[src/hw/rtl/ray_window_border_hit_unit_macros.svh]
// assertion macros for the ray window border hit unit
// expects clk and rst_n in the scope of use
`ifndef RAY_WINDOW_BORDER_HIT_UNIT_MACROS_SVH
`define RAY_WINDOW_BORDER_HIT_UNIT_MACROS_SVH

// checked only out of reset
`define RWBH_ASSERT(label, prop, msg) \
  label: assert property (@(posedge clk) disable iff (!rst_n) prop) \
    else $error(msg);

// checked at every edge, reset included
`define RWBH_ASSERT_ALL(label, prop, msg) \
  label: assert property (@(posedge clk) prop) else $error(msg);

`endif

[src/hw/rtl/rwbh_pkg.sv]
// shared types, constants and the cordic angle table of the ray border hit unit
// no dependencies
`default_nettype none

package rwbh_pkg;

  localparam int CORDIC_STEPS = 18;
  localparam int DIV_STEPS    = 22;

  localparam logic signed [31:0] CORDIC_START = 32'sd652032874;

  // hit codes
  localparam logic [3:0] KIND_NONE   = 4'd0;
  localparam logic [3:0] KIND_TOP    = 4'd1;
  localparam logic [3:0] KIND_BOTTOM = 4'd2;
  localparam logic [3:0] KIND_LEFT   = 4'd3;
  localparam logic [3:0] KIND_RIGHT  = 4'd4;
  localparam logic [3:0] KIND_TL     = 4'd5;
  localparam logic [3:0] KIND_TR     = 4'd6;
  localparam logic [3:0] KIND_BL     = 4'd7;
  localparam logic [3:0] KIND_BR     = 4'd8;

  // register indexes
  localparam logic [1:0] CFG_WIDTH_IDX  = 2'd0;
  localparam logic [1:0] CFG_HEIGHT_IDX = 2'd1;
  localparam logic [1:0] CFG_MARGIN_IDX = 2'd2;

  // query context carried along the rotation cells
  typedef struct packed {
    logic [21:0] x0;
    logic [21:0] y0;
    logic [21:0] xr;
    logic [21:0] yt;
    logic [15:0] head;
    logic [23:0] travel;
    logic [9:0]  margin;
  } ray_ctx_t;

  // result under construction carried along the divider cells
  typedef struct packed {
    logic [21:0] ex;
    logic [21:0] ey;
    logic        mv_x;
    logic        mv_y;
    logic [21:0] base;
    logic        fwd;
    logic [21:0] lim;
    logic [3:0]  kind;
  } fin_ctx_t;

  // angle of each rotation step, 2^32 per turn
  function automatic logic signed [31:0] atan_turn(input logic [4:0] i);
    logic signed [31:0] r;
    case (i)
      5'd0:    r = 32'sd536870912;
      5'd1:    r = 32'sd316933406;
      5'd2:    r = 32'sd167458907;
      5'd3:    r = 32'sd85004756;
      5'd4:    r = 32'sd42667331;
      5'd5:    r = 32'sd21354465;
      5'd6:    r = 32'sd10679838;
      5'd7:    r = 32'sd5340245;
      5'd8:    r = 32'sd2670163;
      5'd9:    r = 32'sd1335087;
      5'd10:   r = 32'sd667544;
      5'd11:   r = 32'sd333772;
      5'd12:   r = 32'sd166886;
      5'd13:   r = 32'sd83443;
      5'd14:   r = 32'sd41722;
      5'd15:   r = 32'sd20861;
      5'd16:   r = 32'sd10430;
      5'd17:   r = 32'sd5215;
      default: r = 32'sd0;
    endcase
    return r;
  endfunction

  // step a coordinate forwards (clamped to lim) or backwards (clamped to 0)
  function automatic logic [21:0] move_pt(input logic [21:0] p, input logic [25:0] q,
                                          input logic fwd, input logic [21:0] lim);
    logic [26:0] sum;
    logic [21:0] r;
    sum = 27'(p) + 27'(q);
    if (fwd) begin
      r = (sum > 27'(lim)) ? lim : sum[21:0];
    end else begin
      r = (q > 26'(p)) ? 22'd0 : p - q[21:0];
    end
    return r;
  endfunction

endpackage

`default_nettype wire

[src/hw/rtl/rwbh_div_cell.sv]
// one restoring division step, one quotient bit, registered
// depends on rwbh_pkg
`default_nettype none

module rwbh_div_cell import rwbh_pkg::*; (
  input  wire logic        clk,
  input  wire logic        rst_n,
  input  wire logic        prev_vld,
  input  wire logic [38:0] prev_rem,
  input  wire logic [36:0] prev_den,
  input  wire logic [21:0] prev_quo,
  input  wire fin_ctx_t    prev_fin,
  output logic             next_vld,
  output logic [38:0]      next_rem,
  output logic [36:0]      next_den,
  output logic [21:0]      next_quo,
  output fin_ctx_t         next_fin
);

  logic        vld_r, ge;
  logic [38:0] rem_r, rem_nxt;
  logic [36:0] den_r;
  logic [21:0] quo_r;
  fin_ctx_t    fin_r;

  // divisor arrives pre-shifted, next cell sees it one place lower
  always_comb begin
    ge      = prev_rem >= 39'(prev_den);
    rem_nxt = ge ? prev_rem - 39'(prev_den) : prev_rem;
  end

  always_ff @(posedge clk) begin
    if (!rst_n) begin
      vld_r <= 1'b0;
    end else begin
      vld_r <= prev_vld;
    end
    rem_r <= rem_nxt;
    den_r <= prev_den >> 1;
    quo_r <= {prev_quo[20:0], ge};
    fin_r <= prev_fin;
  end

  assign next_vld = vld_r;
  assign next_rem = rem_r;
  assign next_den = den_r;
  assign next_quo = quo_r;
  assign next_fin = fin_r;

endmodule

`default_nettype wire

[config.mk]
export PLATFORM = sky130hd
export DESIGN_NAME = rwbh_div_cell
export DESIGN_NICKNAME = d
export VERILOG_FILES = /design/src/hw/rtl/ray_window_border_hit_unit_macros.svh /design/src/hw/rtl/rwbh_pkg.sv /design/src/hw/rtl/rwbh_div_cell.sv
export SDC_FILE = /design/constraint.sdc
export NUM_CORES = 1
export LEC_CHECK = 0
export ABC_AREA = 1
export BUFFER_PORTS_ARGS = -buffer_cell sky130_fd_sc_hd__buf_4
export CAP_MARGIN = 15
export CORE_AREA = 2 2 150 152
export DETAILED_ROUTE_END_ITERATION = 8
export DIE_AREA = 0 0 152 154
export PLACE_DENSITY = 0.73
export SLEW_MARGIN = 5
export SYNTH_ARGS = -nofsm -noshare
export SYNTH_HDL_FRONTEND = slang
export SYNTH_SLANG_ARGS = --single-unit
[constraint.sdc]
create_clock -name clk -period 5.11 [get_ports clk]
set_input_delay 0.511 -clock clk [delete_from_list [all_inputs] [get_ports clk]]
set_output_delay 0.511 -clock clk [all_outputs]
set_load 0.005 [all_outputs]
# Word-level counts from Yosys, hierarchy flattened
# Index checks and enable logic that the tools add are counted.
[totals]
ff_bits = 193
inputBits = 196
out_inout_bits = 194
word_cells = 15
[op_classes]
n_addsub = 1
n_lt_le_gt_ge = 1
muxes = 1
[op_table]
columns = ["cell", "count"]
rows = [
  ["$ge A39 B37 Y1", 1],
  ["$mux W39", 1],
  ["$sub A39 B37 Y39", 1],
]

# Logic depth before layout (Yosys ltp)
[logic_depth]
ltp_word = 2
ltp_mapped = 17
depth_no_buf = 15

# Worst setup path before layout
# Ideal clock, no wire load.
[synth_path]
kind = "input port to flip-flop"
from = "input prev_den[16]"
to = "register rem_r[14] (netlist: next_rem[14])"
setup_ns = 0.112
arrival_ns = 1.970
required_time_ns = 4.998
setup_slack_ns = 3.028
path_stages = 15
path_buffers = 2
cell_sequence = "inv_1 > ha_1 > nand2_1 > nor2_2 > nand2_1 > inv_2 > nand3_2 > nor3_1 > nor2_1 > nand2_2 > inv_2 > buf_6 > buf_6 > nand2_1 > nand2_1"
[synth_via]
elab_chain_len = 2
[synth_lines]
columns = ["item", "line_no", "text"]
rows = [
  ["from (decl)", "rwbh_div_cell.sv:10", "input wire logic [36:0] prev_den,"],
  ["$ge A39 B37 Y1", "rwbh_div_cell.sv:28", "ge = prev_rem >= 39'(prev_den);"],
  ["$mux W39", "rwbh_div_cell.sv:29", "rem_nxt = ge ? prev_rem - 39'(prev_den) : prev_rem;"],
  ["via rem_nxt[14]", "rwbh_div_cell.sv:21", "logic [38:0] rem_r, rem_nxt;"],
  ["to (signal assigned)", "rwbh_div_cell.sv:38", "rem_r <= rem_nxt;"],
  ["to (decl)", "rwbh_div_cell.sv:21", ""],
]
# The timed path passes the listed nets, and every way through them passes these cells.
# A chain may end at the register's enable or synchronous reset.

# Final worst setup path
[layout_path]
from = "input prev_den[21]"
to = "register rem_r[17] (netlist: next_rem[17])"
# Same word-level chain as after synthesis.

==> flow_metrics.py <==
metrics = {
    "status": {
        "status": "complete, no violations",
    },
    "worst_setup_path": {
        "startpoint": "prev_den[21]",
        "criticalPathCategory": "input port to register",
        "arrival_ps": 3040,
        "crit_path_start_kind": "input port",
        "crit_path_frequent_cell": "nand2_1",
        "slowest_delay_ps": 420,
        "required_ps": 5430,
        "critical_path_buf_inv_count": 4,
        "slowest_stage": "inv_2",
        "cpLargestDelayFamily": "simple AND/OR/NAND/NOR gates",
        "critPathCaptureType": "register",
        "path_cells": "buf_4 > inv_1 > ha_1 > nand2_1 > nor2_2 > nand2_1 > nor2_1 > nand2_1 > nand3_2 > nand3_1 > nand2_2 > buf_4 > inv_2 > nand2_1 > nand2_1",
        "cp_max_fo": 40,
    },
    "yosys": {
        "synth_warnings": 0,
        "syn_avg_cell_area_sq_um": 7.64,
        "netlist_area_sq_um": 7530,
        "ys_seq_area_share_pct": 51.3,
        "yosysUniqueCellTypes": 26,
        "syn-num-nets": 1219,
        "synthCells": 985,
        "synth_seq_cells": 193,
    },
    "clocking": {
        "cts_root_buf": "clkbuf_16",
        "holdBufCountCts": 0,
        "cts_tree": "built",
        "h-tree-depth": 4,
        "ctsResizeCount": 0,
        "cts_setup_buffers": 0,
        "cts.sinks": 193,
        "clkTransAtPathRegs_ps": 90,
        "cts_buffers": 17,
        "ctsLongestPathBuffers": 2,
    },
    "sta": {
        "tns_ps": 0,
        "layout_min_cycle_time_ps": 2720,
        "hold_slack_ps": 166,
        "setup_violations": 0,
        "finalMaxSlewViolations": 0,
        "fmax_mhz": 367,
        "slew-limit-headroom_pct": 50.8,
        "layout_setup_ws_ps": 2390,
        "final_hold_viol_count": 0,
        "tightest_slew_ps": 732,
        "min_period_over_period_pct": 53.3,
        "grt_setup_unrepaired": "false",
    },
    "run": {
        "max_cap_violations": 0,
    },
    "global_route": {
        "grt_max_degree": 41,
        "grt_pass1_vias": 7277,
        "grt_first_pass_wirelength_um": 41700,
        "gr-max-usage-layer": "met2",
        "grt_use_total_pct": 23.6,
        "use_met2_pct": 42.9,
        "grt_overflow": 0,
        "grt_use_met3_pct": 5.52,
        "grt_use_met1_pct": 28.0,
        "grt_antenna_before_repair": 5,
    },
    "power_and_ir_drop": {
        "internal_power_mw": 2.70,
        "pwr-share-clk_pct": 36.4,
        "power_switching_mw": 1.15,
        "p_per_area_nw_per_um2": 339,
        "p_comb_share_pct": 20.3,
        "leakage_nw": 6.27,
        "swShare_pct": 29.9,
        "power_frac_seq_pct": 43.3,
        "peakVddDrop_uv": 205,
    },
    "finish": {
        "final_common_cell": "buf_4",
        "area_growth_pct": 50.7,
        "final_nets": 1617,
        "drive_gt1_share_pct": 31.2,
        "final_cell_mix": "buf_4, nand2_1, dfxtp_1",
        "final_util_pct": 52.3,
    },
    "die": {
        "die_area_sq_um": 23400,
        "fp-row-count": 54,
        "core_region_area_sq_um": 21700,
        "fp.dieH_um": 154,
        "initial_utilization_pct": 34.7,
        "die_x_um": 152,
        "pin_count": 390,
    },
    "placement": {
        "place_ws_ps": 1850,
        "dp_hpwl_um": 24100,
        "port_buffers": 387,
        "gp_congestion": 0.909,
    },
    "route": {
        "dr.pass1.iters": 4,
        "drc_errors": 0,
        "ant_nets": 0,
        "wirelength_um": 28400,
        "wl_per_cell_um": 16.9,
        "drt-initial-drc-count": 377,
        "routed-via-count": 7292,
        "vias_per_cell": 4.34,
    },
    "worst_hold_path": {
        "hold_class": "input port to register",
        "worstHoldStart": "prev_fin[78]",
    },
}
[final timing paths]
check	to	slack [ps]	cells past startpoint
worst max-delay path	next_rem[17]	2390	15
worst min-delay path	next_fin[78]	170	1
[cell families after synthesis]
logic type | after synthesis | synth area share, %
AOI/OAI and AO/OA | 36 | 2.66
xor gates and xnor gates | 19 | 2.21
adders and majority gates | 38 | 6.41
buffers and inverters | 182 | 9.62
DFF | 193 | 51.3
other | 1 | 0.0498
and+or+nand+nor | 516 | 27.7
[layout make-up]
class / instances / area (sq um)
Antenna cell: 3 / 7.51
Clock buffer: 18 / 439
Clock inverter: 14 / 183
Fill cell: 2100 / 10300
Inverter: 173 / 649
Multi-Input combinational cell: 610 / 2940
Sequential cell: 193 / 3860
Tap cell: 280 / 350
Timing Repair Buffer: 388 / 2910
[per-stage QoR]
stage          std cells  power [mW]  area, sq um
2_1_floorplan        985        2.05         7530
3_3_place_gp        1644        2.47        10700
3_5_place_dp        1644        2.48        10700
4_1_cts             1676        3.87        11300
5_1_grt             1678        4.01        11300
6_report            1679        3.84        11300
[metal layers]
metal  vias up  routed length [um]
met4         4                 518
met5         -                  24
li1       3747                   -
met2       242               14400
met1      3263               11900
met3        36                1550
[sequential cells by signal, summed over array words and instances, names as in the netlist]
register  flops
next_den     36
next_fin     95
next_quo     22
next_rem     39
next_vld      1
[cells in the mapped netlist]
cell | count | area share (%)
a21o_1 | 1 | 0.10
a21oi_1 | 24 | 1.6
a21oi_2 | 2 | 0.23
and2_1 | 3 | 0.25
buf_2 | 3 | 0.20
buf_4 | 2 | 0.20
buf_6 | 4 | 0.60
conb_1 | 1 | 0.050
dfxtp_1 | 193 | 51
fa_1 | 1 | 0.27
ha_1 | 37 | 6.1
inv_1 | 168 | 8.4
inv_2 | 5 | 0.25
nand2_1 | 369 | 18
nand2_2 | 2 | 0.17
nand3_1 | 43 | 2.9
nand3_2 | 2 | 0.27
nand3b_1 | 7 | 0.70
nand4_1 | 7 | 0.58
nor2_1 | 65 | 3.2
nor2_2 | 3 | 0.25
nor3_1 | 13 | 0.86
o21ai_0 | 5 | 0.33
o21bai_1 | 4 | 0.40
or2_2 | 2 | 0.17
xor2_1 | 19 | 2.2
[power groups by stage]
stage / Sequential (mW) / Combinational [mW] / Clock, mW
2_1_floorplan: 1.72 / 0.329 / 0
3_3_place_gp: 1.70 / 0.775 / 0
3_5_place_dp: 1.70 / 0.781 / 0
4_1_cts: 1.67 / 0.784 / 1.42
5_1_grt: 1.68 / 0.860 / 1.47
6_report: 1.67 / 0.779 / 1.40
(Power assumes the default switching activity.)
