--- src/hw/rtl/ray_window_border_hit_unit_macros.svh ---
// assertion macros for the ray window border hit unit
// expects clk and rst_n in the scope of use
`ifndef RAY_WINDOW_BORDER_HIT_UNIT_MACROS_SVH
`define RAY_WINDOW_BORDER_HIT_UNIT_MACROS_SVH

// checked only out of reset
`define RWBH_ASSERT(label, prop, msg) \
  label: assert property (@(posedge clk) disable iff (!rst_n) prop) \
    else $error(msg);

// checked at every edge, reset included
`define RWBH_ASSERT_ALL(label, prop, msg) \
  label: assert property (@(posedge clk) prop) else $error(msg);

`endif

--- src/hw/rtl/rwbh_pkg.sv ---
// shared types, constants and the cordic angle table of the ray border hit unit
// no dependencies
`default_nettype none

package rwbh_pkg;

  localparam int CORDIC_STEPS = 18;
  localparam int DIV_STEPS    = 22;

  localparam logic signed [31:0] CORDIC_START = 32'sd652032874;

  // hit codes
  localparam logic [3:0] KIND_NONE   = 4'd0;
  localparam logic [3:0] KIND_TOP    = 4'd1;
  localparam logic [3:0] KIND_BOTTOM = 4'd2;
  localparam logic [3:0] KIND_LEFT   = 4'd3;
  localparam logic [3:0] KIND_RIGHT  = 4'd4;
  localparam logic [3:0] KIND_TL     = 4'd5;
  localparam logic [3:0] KIND_TR     = 4'd6;
  localparam logic [3:0] KIND_BL     = 4'd7;
  localparam logic [3:0] KIND_BR     = 4'd8;

  // register indexes
  localparam logic [1:0] CFG_WIDTH_IDX  = 2'd0;
  localparam logic [1:0] CFG_HEIGHT_IDX = 2'd1;
  localparam logic [1:0] CFG_MARGIN_IDX = 2'd2;

  // query context carried along the rotation cells
  typedef struct packed {
    logic [21:0] x0;
    logic [21:0] y0;
    logic [21:0] xr;
    logic [21:0] yt;
    logic [15:0] head;
    logic [23:0] travel;
    logic [9:0]  margin;
  } ray_ctx_t;

  // result under construction carried along the divider cells
  typedef struct packed {
    logic [21:0] ex;
    logic [21:0] ey;
    logic        mv_x;
    logic        mv_y;
    logic [21:0] base;
    logic        fwd;
    logic [21:0] lim;
    logic [3:0]  kind;
  } fin_ctx_t;

  // angle of each rotation step, 2^32 per turn
  function automatic logic signed [31:0] atan_turn(input logic [4:0] i);
    logic signed [31:0] r;
    case (i)
      5'd0:    r = 32'sd536870912;
      5'd1:    r = 32'sd316933406;
      5'd2:    r = 32'sd167458907;
      5'd3:    r = 32'sd85004756;
      5'd4:    r = 32'sd42667331;
      5'd5:    r = 32'sd21354465;
      5'd6:    r = 32'sd10679838;
      5'd7:    r = 32'sd5340245;
      5'd8:    r = 32'sd2670163;
      5'd9:    r = 32'sd1335087;
      5'd10:   r = 32'sd667544;
      5'd11:   r = 32'sd333772;
      5'd12:   r = 32'sd166886;
      5'd13:   r = 32'sd83443;
      5'd14:   r = 32'sd41722;
      5'd15:   r = 32'sd20861;
      5'd16:   r = 32'sd10430;
      5'd17:   r = 32'sd5215;
      default: r = 32'sd0;
    endcase
    return r;
  endfunction

  // step a coordinate forwards (clamped to lim) or backwards (clamped to 0)
  function automatic logic [21:0] move_pt(input logic [21:0] p, input logic [25:0] q,
                                          input logic fwd, input logic [21:0] lim);
    logic [26:0] sum;
    logic [21:0] r;
    sum = 27'(p) + 27'(q);
    if (fwd) begin
      r = (sum > 27'(lim)) ? lim : sum[21:0];
    end else begin
      r = (q > 26'(p)) ? 22'd0 : p - q[21:0];
    end
    return r;
  endfunction

endpackage

`default_nettype wire

--- src/hw/rtl/rwbh_cordic_cell.sv ---
// one rotation step of the direction cordic, registered
// depends on rwbh_pkg
`default_nettype none

module rwbh_cordic_cell import rwbh_pkg::*; (
  input  wire logic               clk,
  input  wire logic               rst_n,
  input  wire logic [4:0]         step,
  input  wire logic               prev_vld,
  input  wire logic signed [31:0] prev_x,
  input  wire logic signed [31:0] prev_y,
  input  wire logic signed [31:0] prev_z,
  input  wire ray_ctx_t           prev_ctx,
  output logic                    next_vld,
  output logic signed [31:0]      next_x,
  output logic signed [31:0]      next_y,
  output logic signed [31:0]      next_z,
  output ray_ctx_t                next_ctx
);

  logic               vld_r;
  logic signed [31:0] x_r, y_r, z_r, x_nxt, y_nxt, z_nxt, xs, ys, ang;
  ray_ctx_t           ctx_r;

  // arithmetic shift floors towards minus infinity
  always_comb begin
    xs  = prev_x >>> step;
    ys  = prev_y >>> step;
    ang = atan_turn(step);
    if (prev_z >= 0) begin
      x_nxt = prev_x - ys;
      y_nxt = prev_y + xs;
      z_nxt = prev_z - ang;
    end else begin
      x_nxt = prev_x + ys;
      y_nxt = prev_y - xs;
      z_nxt = prev_z + ang;
    end
  end

  always_ff @(posedge clk) begin
    if (!rst_n) begin
      vld_r <= 1'b0;
    end else begin
      vld_r <= prev_vld;
    end
    x_r   <= x_nxt;
    y_r   <= y_nxt;
    z_r   <= z_nxt;
    ctx_r <= prev_ctx;
  end

  assign next_vld = vld_r;
  assign next_x   = x_r;
  assign next_y   = y_r;
  assign next_z   = z_r;
  assign next_ctx = ctx_r;

endmodule

`default_nettype wire

--- config.mk ---
export PLATFORM = sky130hd
export DESIGN_NAME = rwbh_cordic_cell
export DESIGN_NICKNAME = d
export VERILOG_FILES = /design/src/hw/rtl/ray_window_border_hit_unit_macros.svh /design/src/hw/rtl/rwbh_pkg.sv /design/src/hw/rtl/rwbh_cordic_cell.sv
export SDC_FILE = /design/constraint.sdc
export NUM_CORES = 1
export LEC_CHECK = 0
export ABC_AREA = 1
export BUFFER_PORTS_ARGS = -buffer_cell sky130_fd_sc_hd__buf_2
export CAP_MARGIN = 20
export CORE_ASPECT_RATIO = 0.75
export CORE_MARGIN = 4
export CORE_UTILIZATION = 45
export CTS_BUF_LIST = sky130_fd_sc_hd__clkbuf_4 sky130_fd_sc_hd__clkbuf_8
export DETAILED_ROUTE_END_ITERATION = 7
export GPL_TIMING_DRIVEN = 0
export PLACE_DENSITY = 0.8
export SYNTH_ARGS = -nofsm -noshare
export SYNTH_HDL_FRONTEND = slang
export SYNTH_SLANG_ARGS = --single-unit
--- constraint.sdc ---
create_clock -name clk -period 5.9 [get_ports clk]
set_input_delay 1.77 -clock clk [delete_from_list [all_inputs] [get_ports clk]]
set_output_delay 1.77 -clock clk [all_outputs]
set_load 0.05 [all_outputs]
== After elaboration in Yosys (flattened, before gate mapping) ==
Memories as Yosys holds them, arrays and structs flattened.
Cells that the tools add are included.
Cells by class
  add/sub/neg operators: 6
  shift operators: 2
  muxes and demuxes: 3
  magnitude comparators: 1
Operators by type and width (count)
  adder 32 bit: 3
  2-to-1 mux 32 bit: 3
  subtractor 32 bit: 3
  >>> shifter 32 x 5 -> 32 bit: 2
  greater-or-equal comparator 32 x 1 -> 1 bit (second input constant): 1
Storage, ports and cells
  memories: 1
  word-level logic and storage cells: 24
  output and inout port bits: 235
  flip-flop bits (word level): 235
  bits in read-only memories: 960
Memories
  (no name shown): depth 32, bits a word 30, rd ports 1, clocked after memory_dff 0, wr ports 0, line rwbh_pkg.sv:54  | case (i)

== Longest topological paths before layout ==
  depth in word-level cells: 3
  depth in mapped cells: 34
  depth with buffers taken out: 33

== Worst setup path before layout ==
OpenSTA, ideal clock, no wires.
  path kind: input-to-reg
  from: in step[1]
  to: reg z_r[29], in the netlist next_z[29]
  required time: 5.770 ns
  stages on the path: 26
  setup slack: 0.310 ns
  library setup time: 0.130 ns
  data arrival time: 5.460 ns
  path through: inv_2 > clkbuf_1 > ha_1 > nor2_1 > inv_2 > nand2_1 > nor2_1 > inv_2 > nand3_1 > inv_2 > nand3_1 > nor3_2 > nand2_1 > or2_1 > buf_4 > o21ai_4 > xor2_1 > ha_1 > nand2_1 > nor4_1 > nand2_1 > o211ai_1 > nand2_1 > nand2_1 > a211oi_1 > xor2_1
On the way
  longest elaborated chain between the ends: 3
  elaborated cells between the ends (all ways): 4
  those cells by class: add/sub: 2; mux: 1; memory: 1
RTL lines
  start: declaration: line rwbh_cordic_cell.sv:8  | input wire logic [4:0] step,
  memory read (32 x 30 bit) *
  adder 32 bit / subtractor 32 bit (equally long branches): line rwbh_cordic_cell.sv:37, rwbh_cordic_cell.sv:33
  2-to-1 mux 32 bit *: line rwbh_cordic_cell.sv:30  | if (prev_z >= 0) begin
  named net z_nxt[29]: line rwbh_cordic_cell.sv:22  | logic signed [31:0] x_r, y_r, z_r, x_nxt, y_nxt, z_nxt, xs, ys, ang;
  end signal: assignment: line rwbh_cordic_cell.sv:49  | z_r <= z_nxt;
  end: declaration: line rwbh_cordic_cell.sv:22
Mark *: on every way through the listed nets, which the timed path passes. The rest lies on a longest branch.
A chain may end at the register's enable or synchronous reset.

== Worst setup path after layout ==
  from: in step[1]
  to: reg y_r[26], in the netlist next_y[26]
On the way
  longest elaborated chain between the ends: 3
  elaborated cells between the ends (all ways): 4
  those cells by class: add/sub: 2; shift: 1; mux: 1
RTL lines
  >>> shifter 32 x 5 -> 32 bit *: line rwbh_cordic_cell.sv:27  | xs = prev_x >>> step;
  subtractor 32 bit / adder 32 bit (equally long branches): line rwbh_cordic_cell.sv:36, rwbh_cordic_cell.sv:32
  2-to-1 mux 32 bit *: line rwbh_cordic_cell.sv:30
  named net y_nxt[26]: line rwbh_cordic_cell.sv:22
  end signal: assignment: line rwbh_cordic_cell.sv:48  | y_r <= y_nxt;
  end: declaration: line rwbh_cordic_cell.sv:22
Marks and branches as above.

==> results.yml <==
floorplanning:
  die-area_sq_um: 39200
  core_region_area_sq_um: 35100
  die_x_um: 227
  ios: 477
  rows: 59
  die_h_um: 172
  start_util_pct: 46.2
run_status:
  status: "finished, final reports clean"
placed_design:
  port_buffers: 474
  dp_hpwl_um: 59300
  dpl_cell_area_sq_um: 19200
  routabilityCongestion: 1.10
  placed_cells: 3431
synthesis:
  ys_warn_count: 0
  syn_avg_cell_area_sq_um: 6.49
  syn-num-nets: 2855
  synth_compound_area_share_pct: 10.3
  synth_top_family_by_area: "simple AND/OR/NAND/NOR gates"
  synth_adder_area_share_pct: 8.86
  synth-simple-area-share_pct: 36.2
  ys_ff_latch: 235
  synth_xor_area_share_pct: 8.21
  synth.mux.area_fraction_pct: 0
  postSynth.asyncResetShare_pct: 0
  synth_area_sq_um: 16200
  synth_edf_count: 0
  ys.flop_type: "dfxtp_1"
  ys_types: 49
  ys_seq_area_share_pct: 29.0
  synthCells: 2500
clocking:
  cts-buffers-inserted: 36
  cts.htree.levels: 2
  cts_tree: "done"
  path_clk_slew_ps: 60
  hold_buffers: 0
  cts.sink_count: 235
  clock_path_buffers: 3
  clock-root-buffer: "clkbuf_8"
critical_path:
  start_kind: "input pin"
  path_max_fanout: 10
  arrival_ps: 6230
  path_depth: 27
  cpMostUsedCell: "nand2_1"
  worst-endpoint-required_ps: 6350
  path_buf_inv: 6
  crit_type: "in2reg"
  end_kind: "flop"
  critPathSlowestCell: "o21ai_0"
  crit_path_max_incr_delay_ps: 420
  cp_top_family: "simple AND/OR/NAND/NOR gates"
sta:
  fin_tns_setup_ps: 0
  hold_viol_final: 0
  fmax_mhz: 173
  max_slew_margin_pct: 28.0
  drv_slew: 0
  setup_viol: 0
  tightestPinTransition_ps: 1080
  finalCritPeriodShare_pct: 97.9
  rsz0062_at_grt: "true"
  fin_crit_ps: 5780
cells_and_area:
  nNetsFinal: 3381
  design_area_sq_um: 20500
  layoutNonFillerInstCount: 3511
  area_growth_pct: 26.3
  drive_above_1_share_pct: 23.0
  fill_cells: 3423
  layout_commonest_cell: "nand2_1"
  layout_common_cells: "nand2_1, buf_2, nand3_1"
grt:
  grt_pass1_wl_um: 105000
  grt_antenna_before_repair: 8
  grt_overflow: 0
  grt_pass1_vias: 18234
  grt_max_degree: 14
  grt_use_total_pct: 34.6
pwr:
  ir_worst_vdd_uv: 288
  power_mw: 7.14
  p_leak_nw: 11.0
  powerDensity_nw_per_um2: 349
detailed_routing:
  dr.first_iter.drc_count: 2252
  ant_nets: 0
  drtPass1Iterations: 7
  vias: 19591
  vias_per_cell: 5.58
  routed_wl_um: 72500
  drc: 0
  routedWlPerCell_um: 20.7
hold_path:
  hold_depth: 1
  hold_path.class: "in2reg"
flow_run:
  maxCapViolCount: 0
-- flip-flops by register name, summed over array words and instances, names as in the netlist --
signal,cells
next_vld,1
next_y,32
next_ctx,138
next_x,32
next_z,32
-- kinds of logic after synthesis --
logic type               count (synthesis)
adder cells (fa/ha/maj)                113
flip-flops                             235
XOR/XNOR                               152
AND/OR/NAND/NOR                       1403
buffers and inverters                  302
AO/OA/AOI/OAI                          295
-- per-stage QoR --
stage,worst slack (ps),utilization (%),hold WS (ps)
floorplan,310,-,1800
global placement,-1020,54.5,1870
detailed placement,-1140,54.5,1870
CTS,7.83,56.9,1270
global route,-58.7,58.3,1270
finish,123,58.3,1280
-- Yosys cell counts, drive strengths merged (23+ instances only) --
cell,count,area [sq um]
xor2,101,885
clkbuf,23,86.3
ha,110,1380
nand3,350,1760
a21oi,120,604
nor3,30,155
inv,223,840
nand2,800,3010
xnor2,51,447
o21ai,104,543
nor2,187,719
dfxtp,235,4700
buf,55,272
-- final timing paths --
kind / from / to / slack, ps
hold / removal: prev_ctx[103] / next_ctx[103] / 1280
setup / recovery: step[1] / next_y[26] / 120
-- final cells by class --
type	count	area (sq um)	share of cell area, %
Multi-Input combinational cell	1963	10700	52.1
Sequential cell	235	4700	23.0
Timing Repair Buffer	489	2480	12.1
Inverter	224	843	4.12
Clock buffer	53	679	3.32
Tap cell	457	572	2.79
Buffer	77	440	2.15
Clock inverter	6	70.1	0.342
Antenna cell	7	17.5	0.0855
-- power breakdown --
group	leakage, nW	internal, mW	switching (mW)
Sequential	1.98	1.93	0.0825
Clock	0.389	0.783	0.646
Combinational	8.62	0.956	2.75
Total	11.0	3.67	3.48
-- what timing repair did --
action                     CTS  global route
cloned                       0             0
resized for setup           33           109
setup endpoints to repair   41            52
pin swaps                    2            12
buffers inserted             3            12
-- layer usage --
metal	share of wire, %	track usage (%)	wire, um	vias up
met2	42	52.3	30700	1149
met1	42	48.1	30500	9060
met4	3.8	12.6	2720	2
met5	0.0097	0	7	-
met3	12	8.50	8560	161
li1	-	-	-	9219
No activity file was read; power rests on OpenSTA's default activity.
